## config.mk

```make
export PLATFORM = sky130hd
export DESIGN_NAME = ghp_front
export DESIGN_NICKNAME = d
export VERILOG_FILES = /design/src/rtl/ghp_pkg.sv /design/src/rtl/ghp_front.sv
export SDC_FILE = /design/constraint.sdc
export NUM_CORES = 1
export LEC_CHECK = 0
export BUFFER_PORTS_ARGS = -buffer_cell sky130_fd_sc_hd__buf_2
export CAP_MARGIN = 20
export CORE_MARGIN = 2
export CORE_UTILIZATION = 35
export DETAILED_ROUTE_END_ITERATION = 8
export SETUP_SLACK_MARGIN = 0.2
export SLEW_MARGIN = 20
export SYNTH_ARGS = -nofsm -noshare
export SYNTH_HDL_FRONTEND = slang
export SYNTH_SLANG_ARGS = --single-unit
```

## constraint.sdc

```tcl
create_clock -name vclk -period 13.4
set_clock_uncertainty 0.15 [all_clocks]
set_input_delay 4.02 -clock vclk [all_inputs]
set_output_delay 4.02 -clock vclk [all_outputs]
set_load 0.05 [all_outputs]
```

## src/rtl/ghp_pkg.sv

```systemverilog
`default_nettype none
package ghp_pkg;

	// sizes
	localparam int COUNT_BITS = 24;
	localparam int NUM_BINS   = 256;
	localparam int BIN_BITS   = $clog2(NUM_BINS);
	localparam int OUT_BITS   = 24;

	localparam logic [COUNT_BITS-1:0] COUNT_MAX = {COUNT_BITS{1'b1}};

	// command codes on the mode field
	localparam logic [1:0] MODE_ADD   = 2'd0;
	localparam logic [1:0] MODE_READ  = 2'd1;
	localparam logic [1:0] MODE_CLEAR = 2'd2;

	// classified operation carried through the queue
	typedef enum logic [1:0] {
		OP_ADD,
		OP_READ,
		OP_CLEAR
	} op_t;

	// back end sequencer states
	typedef enum logic {
		BK_IDLE,
		BK_EXEC
	} back_state_t;

	// input transaction
	typedef struct packed {
		logic [1:0] mode;
		logic [7:0] red;
		logic [7:0] green;
		logic [7:0] blue;
		logic [7:0] bin_index;
	} pixel_t;

	// result transaction
	typedef struct packed {
		logic [OUT_BITS-1:0] bin_count;
		logic [7:0]          gray_level;
		logic [OUT_BITS-1:0] peak_count;
	} result_t;

	// queue entry between front and back
	typedef struct packed {
		op_t                op;
		logic [BIN_BITS-1:0] level;
	} entry_t;

	// fit a count into the result field width
	function automatic logic [OUT_BITS-1:0] to_out(input logic [COUNT_BITS-1:0] v);
		logic [31:0] w;
		w = 32'(v);
		return w[OUT_BITS-1:0];
	endfunction

endpackage
`default_nettype wire

```

## src/rtl/ghp_front.sv

```systemverilog
`default_nettype none
module ghp_front (
	input  wire logic            pixel_valid,
	output logic                 pixel_stall,
	input  wire ghp_pkg::pixel_t pixel,
	output logic                 push_valid,
	output ghp_pkg::entry_t      push_entry,
	input  wire logic            full
);
	import ghp_pkg::*;

	logic [12:0] luma_sum;

	// weighted luma sum, at most 32 * 255
	assign luma_sum = 13'(pixel.red) * 13'd11 + 13'(pixel.green) * 13'd16
		+ 13'(pixel.blue) * 13'd5;

	// classify the command, unused code behaves as a read
	always_comb begin
		push_entry = '0;
		unique case (pixel.mode)
			MODE_ADD: begin
				push_entry.op    = OP_ADD;
				push_entry.level = luma_sum[12:5];
			end
			MODE_CLEAR: begin
				push_entry.op    = OP_CLEAR;
				push_entry.level = '0;
			end
			default: begin
				push_entry.op    = OP_READ;
				push_entry.level = pixel.bin_index;
			end
		endcase
	end

	// hand over to the queue
	assign pixel_stall = full;
	assign push_valid  = pixel_valid;

endmodule
`default_nettype wire

```

==> qor.yml <==
syn_area_per_cell_um2: 9.46
placed_area_mm2: 0.00169
netlist_instances: 151
cts_hold_buf: 0
p_per_area_mw_per_mm2: 141
finalCritPeriodShare: 0.899
core-area_mm2: 0.00397
post_route_cells_drive_above_1_share: 0.283
synth_cell_types: 35
diodes: 0
grt_pass1_vias: 1131
nets: 285
track_usage: 0.121
cp_max_fo: 6
holdCritPathClass: "in2out"
irDropWorstVdd_mv: 0.0714
slew_headroom: 0.775
synth_area_leaders: "fa_1 35%, ha_1 27%, inv_1 9.5%"
critPathCaptureType: "output pin"
arrival_ns: 7.87
grt_use_met2: 0.238
cts_resized: 0
fillCellCount: 412
ff_latch_area_um2: 0
tightest_slew_ns: 0.334
met3_usage: 0.00164
drv_cap: 0
viasPerCell: 4.82
synth_area_leader_cell: "fa_1"
ios: 48
wl_per_cell_um: 10.7
tns_ns: 0
drt-pass1-iter-count: 4
design.seq.count: 0
num_vias: 1162
antenna_left: 0
antenna_found_initial: 0
place.gp.congestion: 0.713
gr-usage-met1: 0.156
start_util: 0.360
dieHeight_um: 67.9
portBuffers: 44
dp_hpwl_mm: 2.51
ys_seq_area_frac: 0
drc: 0
routed_wl_mm: 2.57
grt_busiest_layer: "met2"
post_cts_buffers: 0
nClkBuffers: 0
rsz0062_at_grt: "no"
die_area_mm2: 0.00461
slew_violations: 0
start_kind: "input port"
worstSetupPathType: "in2out"
setup_viol: 0
rows: 23
overflow: 0
grt_pass1_wl_mm: 4.46
yosysTopAreaCellShare: 0.350
status: "finished clean"
holdWs_ns: 7.89
areaGrowthSynthToFinish_pct: 18.2
finalHoldViolCount: 0
die_x_um: 67.9
syn-cell-area_mm2: 0.00143
grt_start_max_net_pins: 15
clock.fmax_mhz: 83.0
drtIter0Drc: 13
final.min_clock_period_ns: 12.04
ys_warn_count: 0
syn_nets: 243
critPathRequiredTime_ns: 9.23
power.leakage_nw: 0.938
fin_area_mm2: 0.00169
cells in the final DEF (no fill, tap or decap), drive strengths merged, types with 2 or more instances in the layout:
cell type / n
nand2: 9
ha: 31
nor2: 2
o21bai: 2
a21oi: 7
o21ai: 2
inv: 36
a32o: 3
fa: 25
nor3: 2
nand3: 2
or3: 5
buf: 44
a21o: 4
o31ai: 3
critical path: stages:
cell	delay, ns
buf_2	0.11
ha_1	0.31
fa_1	0.52
fa_1	0.54
inv_1	0.05
fa_1	0.53
inv_1	0.04
ha_1	0.35
a21o_1	0.20
a21o_1	0.21
and4_2	0.25
o31a_1	0.29
o31ai_2	0.16
buf_2	0.29
path summary, 6_finish.rpt:
| path | startpoint | end | depth (start not counted) |
|---|---|---|---|
| max | pixel[13] | push_entry[7] | 14 |
| min | full | pixel_stall | 0 |
cells in the mapped netlist, types with 2 or more instances:
master	instances
inv_1	36
o31ai_1	2
a21oi_1	5
nand3_1	2
clkbuf_1	2
buf_4	2
o21bai_1	2
o21ai_0	2
or3_1	3
a21o_1	4
nor2_1	2
nor3_1	2
nand2_1	9
a32o_1	3
ha_1	31
fa_1	25
final cells by class:
cell class	count	area (µm²)	share of cell area
inverters	36	135	0.0800
multi-input cells	111	1270	0.753
well taps	50	62.6	0.0370
repair buffers	44	220	0.130
routing by layer:
layer,up-vias,routed length [µm]
met2,20,1330
li1,588,-
met1,554,1140
met5,-,0
met3,0,101
met4,0,0
cell families (layout without fill, tap and decap cells):
kind of cell,after synthesis,after routing,synth area share
AO/OA/AOI/OAI,29,29,0.168
XOR/XNOR,1,1,0.00613
buffers and inverters,40,80,0.110
adder cells (fa/ha/maj),56,56,0.622
AND/OR/NAND/NOR,25,25,0.0937
where the power goes:
| part | internal (W) | switching (W) |
|---|---|---|
| registers | 0 | 0 |
| logic | 0.0000953 | 0.000143 |
| clock network | 0 | 0 |
through the flow:
step	instances	setup WS, ns	util	power, W
floorplan	151	0.710	-	0.000195
global placement	241	1.37	0.425	0.000240
detailed placement	241	1.33	0.425	0.000242
CTS	241	1.32	0.425	0.000243
global route	241	1.19	0.425	0.000270
finish	241	1.36	0.425	0.000238
(Power assumes the default switching activity.)
