`src/rtl/ghp_pkg.sv`:
```
`default_nettype none
package ghp_pkg;

	// sizes
	localparam int COUNT_BITS = 24;
	localparam int NUM_BINS   = 256;
	localparam int BIN_BITS   = $clog2(NUM_BINS);
	localparam int OUT_BITS   = 24;

	localparam logic [COUNT_BITS-1:0] COUNT_MAX = {COUNT_BITS{1'b1}};

	// command codes on the mode field
	localparam logic [1:0] MODE_ADD   = 2'd0;
	localparam logic [1:0] MODE_READ  = 2'd1;
	localparam logic [1:0] MODE_CLEAR = 2'd2;

	// classified operation carried through the queue
	typedef enum logic [1:0] {
		OP_ADD,
		OP_READ,
		OP_CLEAR
	} op_t;

	// back end sequencer states
	typedef enum logic {
		BK_IDLE,
		BK_EXEC
	} back_state_t;

	// input transaction
	typedef struct packed {
		logic [1:0] mode;
		logic [7:0] red;
		logic [7:0] green;
		logic [7:0] blue;
		logic [7:0] bin_index;
	} pixel_t;

	// result transaction
	typedef struct packed {
		logic [OUT_BITS-1:0] bin_count;
		logic [7:0]          gray_level;
		logic [OUT_BITS-1:0] peak_count;
	} result_t;

	// queue entry between front and back
	typedef struct packed {
		op_t                op;
		logic [BIN_BITS-1:0] level;
	} entry_t;

	// fit a count into the result field width
	function automatic logic [OUT_BITS-1:0] to_out(input logic [COUNT_BITS-1:0] v);
		logic [31:0] w;
		w = 32'(v);
		return w[OUT_BITS-1:0];
	endfunction

endpackage
`default_nettype wire

```
`src/rtl/ghp_queue.sv`:
```
`default_nettype none
module ghp_queue (
	input  wire logic            clk,
	input  wire logic            arst_n,
	input  wire logic            push_valid,
	input  wire ghp_pkg::entry_t push_entry,
	output logic                 full,
	input  wire logic            pop,
	output ghp_pkg::entry_t      head,
	output logic                 empty
);
	import ghp_pkg::*;

	entry_t     entry_q [2];
	logic       wr_ptr_q;
	logic       rd_ptr_q;
	logic [1:0] count_q;
	logic       do_push;
	logic       do_pop;

	assign full    = (count_q == 2'd2);
	assign empty   = (count_q == 2'd0);
	assign do_push = push_valid && !full;
	assign do_pop  = pop && !empty;
	assign head    = entry_q[rd_ptr_q];

	// entry storage
	always_ff @(posedge clk) begin
		if (do_push) begin
			entry_q[wr_ptr_q] <= push_entry;
		end
	end

	// pointers and fill level
	always_ff @(posedge clk or negedge arst_n) begin
		if (!arst_n) begin
			wr_ptr_q <= 1'b0;
			rd_ptr_q <= 1'b0;
			count_q  <= 2'd0;
		end else begin
			if (do_push) begin
				wr_ptr_q <= ~wr_ptr_q;
			end
			if (do_pop) begin
				rd_ptr_q <= ~rd_ptr_q;
			end
			count_q <= count_q + 2'(do_push) - 2'(do_pop);
		end
	end

endmodule
`default_nettype wire

```
`config.mk`:
```
export PLATFORM = sky130hd
export DESIGN_NAME = ghp_queue
export DESIGN_NICKNAME = d
export VERILOG_FILES = /design/src/rtl/ghp_pkg.sv /design/src/rtl/ghp_queue.sv
export SDC_FILE = /design/constraint.sdc
export NUM_CORES = 1
export LEC_CHECK = 0
export ABC_CLOCK_PERIOD_IN_PS = 4830
export BUFFER_PORTS_ARGS = -buffer_cell sky130_fd_sc_hd__buf_2
export CORE_MARGIN = 5
export CORE_UTILIZATION = 50
export CTS_BUF_LIST = sky130_fd_sc_hd__clkbuf_4 sky130_fd_sc_hd__clkbuf_8
export DETAILED_ROUTE_END_ITERATION = 10
export GPL_TIMING_DRIVEN = 0
export PLACE_DENSITY = 0.84
export SLEW_MARGIN = 30
export SYNTH_ARGS = -nofsm -noshare
export SYNTH_HDL_FRONTEND = slang
export SYNTH_SLANG_ARGS = --single-unit
```
`constraint.sdc`:
```
create_clock -name clk -period 4.83 [get_ports clk]
set_clock_uncertainty 0.15 [all_clocks]
set_input_delay 0.2415 -clock clk [delete_from_list [all_inputs] [get_ports clk]]
set_output_delay 0.2415 -clock clk [all_outputs]
set_load 0.05 [all_outputs]
```
==> flow_metrics.py, run 1 <==
metrics = {
    "grt": {
        "grt_pass1_wl_mm": 2.325,
        "grt_max_degree": 15,
        "grt_overflow_total": 0,
        "track_usage": 0.1205,
        "grt_pass1_vias": 552,
        "antenna_found_initial": 0,
    },
    "clock_tree": {
        "cts_tree": "yes",
        "clk_latency_ns": 0.31,
        "clk_pin_slew_ns": 0.13,
        "cts_buffers": 3,
        "clock_sinks": 24,
        "clock_path_buffers": 2,
        "post_cts_buffers": 0,
        "htree_num_levels": 1,
        "root_buffer": "clkbuf_4",
    },
    "detailed_routing": {
        "avgViaCountPerCell": 4.667,
        "drt_pre_antenna_iters": 3,
        "route.detailed.drc": 0,
        "antenna_left": 0,
        "wire_per_inst_um": 13.20,
        "drt_iter0_markers": 7,
        "drt_wl_total_mm": 1.505,
        "num_vias": 532,
    },
    "worst_setup_path": {
        "r2r_end": "entry_q[0][1]",
        "timing.critical_path.from": "rd_ptr_q",
        "crit_type": "reg -> out",
        "crit-reg2reg-launch": "count_q[1]",
        "worstSetupEndpointType": "output pin",
        "required_ns": 4.44,
        "crit_end": "head[2]",
        "arrival_ns": 1.42,
        "regToRegSetupSlack_ns": 3.03,
        "path_max_fanout": 10,
        "start_kind": "register",
        "reg2reg_depth": 3,
    },
    "worst_hold_path": {
        "min_path_type": "in -> reg",
    },
    "timing": {
        "fmax_ghz": 0.5512,
        "max-slew-margin-rel": 0.4699,
        "setup_viol": 0,
        "drv_slew": 0,
        "post-route-min-period_ns": 1.814,
        "rsz0062_at_grt": "no",
        "fin_setup_tns_ns": 0,
        "period_share": 0.3756,
        "finalHoldViolations": 0,
        "worst_pin_slew_ns": 0.7923,
    },
    "yosys": {
        "yosys_warnings": 0,
        "ys.flop_type": "edfxtp_1",
        "yosysMostFrequentCell": "edfxtp_1",
        "syn_inst": 49,
        "synthArstFlopShare": 0.1667,
        "synth_cell_types": 13,
        "synthDominantCellAreaShare": 0.6495,
        "synth_edf_count": 20,
        "syn_avg_cell_area_um2": 18.87,
        "synth_seq_cells": 24,
        "syn_area_um2": 924.6,
        "synth_area_leaders": "edfxtp_1 (65%), mux2_2 (12%), dfrtp_1 (11%), xnor2_1 (2.8%), ha_1 (2.7%)",
        "synth_top_area_cell": "edfxtp_1",
        "ys_seq_area_frac": 0.7578,
        "synth_nets": 65,
        "synth_commonest_cells": "edfxtp_1 (20), mux2_2 (10), dfrtp_1 (4)",
    },
    "power_and_ir_drop": {
        "cellPowerDensity_nw_per_um2": 663.6,
        "peakVddDrop_mv": 0.4431,
        "leakage_nw": 0.5093,
    },
    "floorplanning": {
        "initial_core_util": 0.5297,
        "dieWidth_um": 53.01,
        "dieHeight_um": 53.01,
        "core_um2": 1745,
        "die_area_um2": 2810,
        "io-pin-count": 26,
        "placementRows": 15,
    },
    "layout": {
        "n_antenna_cell": 0,
        "area_growth_pct": 34.51,
        "multi_input_area_um2": 205.2,
        "drive_gt1_frac": 0.4607,
        "fillCellCount": 130,
        "fin_area_um2": 1244,
        "layout.nets": 106,
        "seqCellArea_um2": 700.7,
    },
    "place": {
        "io_buffers": 25,
        "place.gp.congestion": 0.6437,
        "placed_cell_area_um2": 1081,
        "dp_hpwl_um": 977.2,
    },
    "run": {
        "drv_cap": 0,
    },
    "status": {
        "run_status": "finished, final reports clean",
    },
}
## flip-flops by register name (all words and copies together), names as in the netlist
name	cells
wr_ptr_q	1
entry_q	20
rd_ptr_q	1
count_q	2
## placed cells by master, fill, tap and decap left out, drive strengths merged
master and count:
edfxtp 20, and3 1, buf 26, xnor2 3, nor2 2, nand2 1
bufinv 1, xor2 1, dlygate4sd3 11, nor2b 1, mux2 10, clkbuf 3
dfrtp 4, ha 2, inv 2, nand2b 1
## worst min path at each step
stage	startpoint	end	cells past startpoint
global route	push_valid	wr_ptr_q	3
CTS	arst_n	count_q[0]	2
finish	push_valid	wr_ptr_q	3
detailed placement	arst_n	wr_ptr_q	1
global placement	arst_n	wr_ptr_q	1
floorplan	arst_n	count_q[0]	0
## stage by stage
stage | setup slack, ns | utilization | hold WS, ns | instances | power (W)
after floorplan | 2.587 | - | -0.2041 | 49 | 0.0006130
after global placement | 3.014 | 0.6194 | -0.09936 | 99 | 0.0006798
after detailed placement | 3.037 | 0.6194 | -0.09509 | 99 | 0.0006883
after CTS | 3.003 | 0.7125 | 0.09462 | 114 | 0.0008323
after global routing | 2.895 | 0.7125 | 0.08297 | 114 | 0.0008702
final | 3.016 | 0.7125 | 0.09542 | 114 | 0.0008253
## metal layers
| layer | track usage | up-vias | wire length [µm] |
|---|---|---|---|
| li1 | - | 259 | - |
| met1 | 0.1342 | 255 | 616 |
| met2 | 0.2128 | 16 | 775 |
| met3 | 0.02535 | 2 | 96 |
| met4 | 0.06383 | 0 | 16 |
| met5 | 0 | - | 0 |
## critical path: stages, from the launching register on
cell     delay [ns]
dfrtp_1        0.39
buf_6          0.16
mux2_2         0.35
buf_2          0.21
## what timing repair did
| action | 4_1_cts | 5_1_grt |
|---|---|---|
| hold buffers | 11 | 0 |
| gates resized for setup | 0 | 0 |
| hold endpoints to repair | 24 | 0 |
## report_power, final
part,switching [W],internal [W]
Clock,0.0000560,0.0000839
Combinational,0.000257,0.000119
Sequential,0.0000213,0.000289
## cells by family after synthesis
family                     share of synthesized area
muxes                                         0.1218
xor gates and xnor gates                     0.03790
buffers and inverters                        0.02030
adders and majority gates                    0.02706
DFF                                           0.7578
and+or+nand+nor                              0.03519
## cell type report
type                       instances  share of cell area
buffer                             1            0.009054
clock buffer                       3             0.01811
clock inverter                     1             0.02414
inverter                           2            0.006036
multi-input combinational         22              0.1650
sequential                        24              0.5634
tap                               25             0.02515
timing repair buffer              36              0.1891
Power figures use the tool's default switching activity.
==> run 2: changes to the inputs <==
ABC_CLOCK_PERIOD_IN_PS = 1750   (was 4830)
clock period = 1.75 ns   (was 4.83 ns; I/O delays follow)
==> run 2 against run 1 <==
Against the previous run:
- die area unchanged
- worst setup slack worse by 2.9 ns
- first-iteration DRC count down 14%
- register-to-register slack worse by 3.0 ns
- combinational power rose to 2.9 times the previous value
- design area up 2.5%
- flip-flop and latch count unchanged
- clock power up 64%
- global-route usage up 0.59 points
- total power rose to 2.7 times the previous value
- critical path type is now reg -> reg
- critical endpoint is now count_q[1]
- largest power group unchanged
==> flow_metrics.py, run 2 (synthesis gave the netlist of run 1 again) <==
metrics = {
    "timing": {
        "max-slew-margin-rel": 0.6414,
        "post-route-min-period_ns": 1.684,
        "hold_slack_ns": 0.3542,
        "rsz0062_at_grt": "no",
        "finalHoldViolations": 0,
        "drv_slew": 0,
        "fmax_ghz": 0.5939,
        "worst_pin_slew_ns": 0.5373,
        "period_share": 0.9622,
        "setup_viol": 0,
        "fin_setup_tns_ns": 0,
    },
    "layout": {
        "largest_registers": "entry_q (20), count_q (2)",
        "area_growth_pct": 37.89,
        "layout.nets": 110,
        "largest_register_ffs": 20,
        "n_antenna_cell": 0,
        "multi_input_area_um2": 225.2,
        "layout_common_cells": "buf_2 (25), edfxtp_1 (20), dlygate4sd3_1 (14)",
        "regMostFlops": "entry_q",
        "final_common_cell": "buf_2",
        "seqCellArea_um2": 700.7,
        "drive_gt1_frac": 0.4839,
        "fillCellCount": 111,
    },
    "worst_setup_path": {
        "arrival_ns": 1.76,
        "worstSetupEndpointType": "register",
        "start_kind": "register",
        "path_max_fanout": 3,
        "required_ns": 1.83,
        "crit_type": "reg -> reg",
    },
    "place": {
        "io_buffers": 25,
        "dp_hpwl_mm": 1.042,
        "place.gp.congestion": 0.6170,
    },
    "grt": {
        "grtUsageMet3": 0.03380,
        "grt.met2_usage": 0.2397,
        "grt_most_used_layer": "met2",
        "grt_pass1_vias": 585,
        "grtUsageMet1": 0.1229,
        "grt_max_degree": 14,
        "track_usage": 0.1264,
        "antenna_found_initial": 0,
        "grt_pass1_wl_mm": 2.408,
        "grt_overflow_total": 0,
    },
    "detailed_routing": {
        "drt_iter0_markers": 6,
        "drt_wl_total_mm": 1.576,
        "num_vias": 559,
        "drt_pre_antenna_iters": 4,
        "route.detailed.drc": 0,
        "antenna_left": 0,
        "wire_per_inst_um": 13.36,
        "avgViaCountPerCell": 4.737,
    },
    "floorplanning": {
        "die_area_um2": 2810,
        "dieHeight_um": 53.01,
        "core_um2": 1745,
        "dieWidth_um": 53.01,
        "placementRows": 15,
        "io-pin-count": 26,
        "initial_core_util": 0.5297,
    },
    "status": {
        "run_status": "finished, final reports clean",
    },
    "run": {
        "drv_cap": 0,
    },
    "power_and_ir_drop": {
        "leakage_nw": 0.5204,
        "cellPowerDensity_nw_per_um2": 1726,
        "peakVddDrop_mv": 1.110,
    },
    "clock_tree": {
        "htree_num_levels": 1,
        "clock_sinks": 24,
        "clk_pin_slew_ns": 0.12,
        "cts_tree": "yes",
        "clock_path_buffers": 2,
        "cts_buffers": 3,
        "clk_latency_ns": 0.30,
        "root_buffer": "clkbuf_4",
    },
    "worst_hold_path": {
        "min_path_type": "in -> reg",
    },
}
## run 2: cell types whose count changed in the layout (fill, tap and decap cells not counted), sizes merged
cell         change
dlygate4sd3      +3
buf              +1
bufinv           -1
clkinv           +1
## run 2: routing by layer
layer	vias up	wire length (µm)
met4	0	0
met5	-	0
li1	270	-
met1	274	572
met2	15	906
met3	0	98
## run 2: what timing repair did
| action | CTS | global route |
|---|---|---|
| gates resized for setup | 1 | 2 |
| endpoints found under the setup margin | 11 | 1 |
| hold endpoints to repair | 26 | 0 |
| setup buffers | 1 | 0 |
| hold buffers | 14 | 0 |
## run 2: worst max-delay path, stage by stage, from the launching register on
cell      delay (ns)
dfrtp_1         0.43
nand2b_4        0.16
nand2_2         0.08
ha_1            0.28
inv_1           0.04
ha_1            0.17
xnor2_1         0.16
xnor2_1         0.14
## run 2: path summary, 6_finish.rpt
path / startpoint / end / slack [ns] / cells after the start
worst max-delay path: count_q[0] / count_q[1] / 0.07 / 7
worst min-delay path: push_entry[4] / entry_q[0][4] / 0.35 / 2
worst max register to register: count_q[0] / count_q[1] / 0.07 / 7
worst min register to register: wr_ptr_q / wr_ptr_q / 0.41 / 1
max in group asynchronous: arst_n / rd_ptr_q / 0.73 / 3
min in group asynchronous: arst_n / wr_ptr_q / 0.53 / 3
## run 2: where the power goes
part           switching, W  internal [W]  total (W)
logic              0.000723      0.000370    0.00109
clock network      0.000146     0.0000830   0.000229
registers         0.0000825      0.000796   0.000879
total              0.000951       0.00125    0.00220
## run 2: final cells by class
class / instances / share of cell area
well taps: 25 / 0.02453
plain buffers: 1 / 0.008832
repair buffers: 40 / 0.2139
clock inverters: 1 / 0.002944
flip-flops and latches: 24 / 0.5496
clock buffers: 3 / 0.01766
inverters: 2 / 0.005888
multi-input cells: 22 / 0.1766
## run 2: through the flow
stage	total power, W	instances	setup WS (ns)	utilization	area, µm²
after global placement	0.001897	99	-0.1028	0.6237	1089
after detailed placement	0.001927	99	-0.1596	0.6237	1089
after floorplan	0.001711	49	-0.05153	-	932.1
final	0.002200	118	0.06613	0.7305	1275
after global routing	0.002317	118	0.007482	0.7305	1275
after CTS	0.002206	118	0.01645	0.7247	1265
==> run 3: changes to the inputs <==
ABC_CLOCK_PERIOD_IN_PS = 1600   (was 1750)
clock period = 1.6 ns   (was 1.75 ns; I/O delays follow)
==> run 3 against run 2 <==
Against the previous run:
- the run now ends with negative setup slack left
- fmax decreased by 1.9%
- non-clock buffer count increased by 8
- design area increased by 18%
- first-iteration DRC count increased by 67%
- worst setup slack got worse by 0.18 ns
- register-to-register slack got worse by 0.18 ns
- critical path depth increased by 1
- die area unchanged
- global-route usage increased by 6.0 points
- via count increased by 9.8%
==> flow_metrics.py, run 3 (synthesis gave the netlist of run 1 again) <==
metrics = {
    "status": {
        "run_status": "complete, but fails checks",
        "violations": "negative setup slack",
    },
    "timing": {
        "worst_pin_slew_ns": 0.5816,
        "hold_slack_ns": 0.1211,
        "fin_ws_ns": -0.1167,
        "max-slew-margin-rel": 0.6119,
        "period_share": 1.073,
        "fmax_ghz": 0.5825,
        "setup_viol": 10,
        "drv_slew": 0,
        "rsz0062_at_grt": "yes",
        "post-route-min-period_ns": 1.717,
        "finalHoldViolations": 0,
    },
    "layout": {
        "final_common_cell": "edfxtp_1",
        "regMostFlops": "entry_q",
        "layout_common_cells": "edfxtp_1 (20), buf_2 (14), dlygate4sd3_1 (13)",
        "largest_registers": "entry_q (20), count_q (2)",
        "layout.nets": 118,
        "area_growth_pct": 63.19,
        "drive_gt1_frac": 0.5743,
        "multi_input_area_um2": 282.8,
        "largest_register_ffs": 20,
        "fillCellCount": 82,
        "fin_area_um2": 1509,
        "seqCellArea_um2": 701.9,
        "n_antenna_cell": 0,
    },
    "clock_tree": {
        "htree_num_levels": 1,
        "clock_path_buffers": 2,
        "clk_pin_slew_ns": 0.12,
        "root_buffer": "clkbuf_4",
        "cts_buffers": 3,
        "clk_latency_ns": 0.32,
        "clock_sinks": 24,
        "cts_tree": "yes",
    },
    "place": {
        "io_buffers": 25,
        "placed_cell_area_um2": 1089,
        "place.gp.congestion": 0.6032,
        "dp_hpwl_mm": 1.031,
    },
    "worst_setup_path": {
        "crit_type": "reg -> reg",
        "regToRegSetupSlack_ns": -0.12,
        "worstSetupEndpointType": "register",
        "path_max_fanout": 2,
        "required_ns": 1.66,
        "arrival_ns": 1.78,
        "r2r_end": "count_q[1]",
        "start_kind": "register",
        "crit-reg2reg-launch": "count_q[1]",
        "reg2reg_depth": 8,
    },
    "worst_hold_path": {
        "hold_path_end": "rd_ptr_q",
        "whs_path_depth": 5,
        "min_path_type": "in -> reg",
        "worstHoldStart": "pop",
    },
    "power_and_ir_drop": {
        "internal-power_w": 0.001861,
        "peakVddDrop_mv": 1.417,
        "leakage_nw": 0.6451,
        "p_clk_frac": 0.088,
        "cellPowerDensity_nw_per_um2": 2060,
        "p_sw_w": 0.001247,
        "p_seq_frac": 0.313,
        "combinationalPowerShare": 0.599,
        "p_sw_frac": 0.4012,
        "total_power_w": 0.003108,
    },
    "grt": {
        "grt_max_degree": 14,
        "track_usage": 0.1866,
        "grt_pass1_vias": 691,
        "grt_pass1_wl_mm": 3.429,
        "grt_overflow_total": 0,
        "antenna_found_initial": 0,
    },
    "detailed_routing": {
        "drt_iter0_markers": 10,
        "avgViaCountPerCell": 4.873,
        "drt_pre_antenna_iters": 4,
        "antenna_left": 0,
        "drt_wl_total_mm": 2.240,
        "route.detailed.drc": 0,
        "wire_per_inst_um": 17.78,
        "num_vias": 614,
    },
    "floorplanning": {
        "initial_core_util": 0.5297,
        "die_area_um2": 2810,
        "dieWidth_um": 53.01,
        "core_um2": 1745,
        "dieHeight_um": 53.01,
        "placementRows": 15,
        "io-pin-count": 26,
    },
    "run": {
        "drv_cap": 0,
    },
}
==> run 3: routing by layer <==
metal,track usage,up-vias,part of all wire
met5,0,-,0
met4,0.08085,0,0.024
met3,0.03662,4,0.045
met2,0.3616,24,0.59
met1,0.1888,303,0.34
li1,-,283,-
==> run 3: cell type report <==
| type | count | area share |
|---|---|---|
| repair buffers | 48 | 0.2968 |
| inverters | 2 | 0.004975 |
| plain buffers | 1 | 0.007463 |
| flip-flops and latches | 24 | 0.4652 |
| clock inverters | 1 | 0.002488 |
| clock buffers | 3 | 0.01493 |
| multi-input cells | 22 | 0.1874 |
| well taps | 25 | 0.02073 |
==> run 3: power by group through the flow <==
stage	Clock [W]	Combinational (W)	Sequential, W
after floorplan	0	0.000925	0.000947
after global placement	0	0.00112	0.000955
after detailed placement	0	0.00114	0.000966
after CTS	0.000265	0.00172	0.000942
after global routing	0.000312	0.00196	0.000990
final	0.000273	0.00186	0.000972
==> run 3: worst max-delay path, stage by stage, from the launching register on <==
cell,delay [ns]
dfrtp_1,0.45
buf_6,0.14
nor2_4,0.08
nor2b_2,0.05
ha_1,0.29
inv_2,0.05
ha_4,0.15
xnor2_2,0.13
xnor2_1,0.13
==> run 3: worst max path at each step <==
stage / startpoint / end / slack [ns] / cells after the start
2_1_floorplan: count_q[0] / count_q[1] / -0.20 / 7
3_3_place_gp: count_q[0] / entry_q[0][7] / -0.25 / 3
3_5_place_dp: count_q[0] / entry_q[0][7] / -0.29 / 3
4_1_cts: count_q[1] / count_q[1] / -0.08 / 8
5_1_grt: count_q[1] / count_q[1] / -0.19 / 8
6_report: count_q[1] / count_q[1] / -0.12 / 8
==> run 3: metrics by stage <==
step	std cells	utilization	setup TNS, ns	setup WS [ns]
global placement	99	0.6237	-2.612	-0.2548
detailed placement	99	0.6237	-3.046	-0.2920
CTS	124	0.8351	-0.08322	-0.08322
global route	126	0.8645	-1.217	-0.1881
finish	126	0.8645	-0.1877	-0.1167
floorplan	49	-	-0.3671	-0.2015
==> run 3: timing repair <==
item | in CTS | in global routing
endpoints found under the setup margin | 20 | 33
setup buffers | 7 | 2
pin swaps | 4 | 4
cloned | 1 | 0
gates resized for setup | 45 | 10
hold buffers | 13 | 0
hold endpoints to repair | 25 | 0
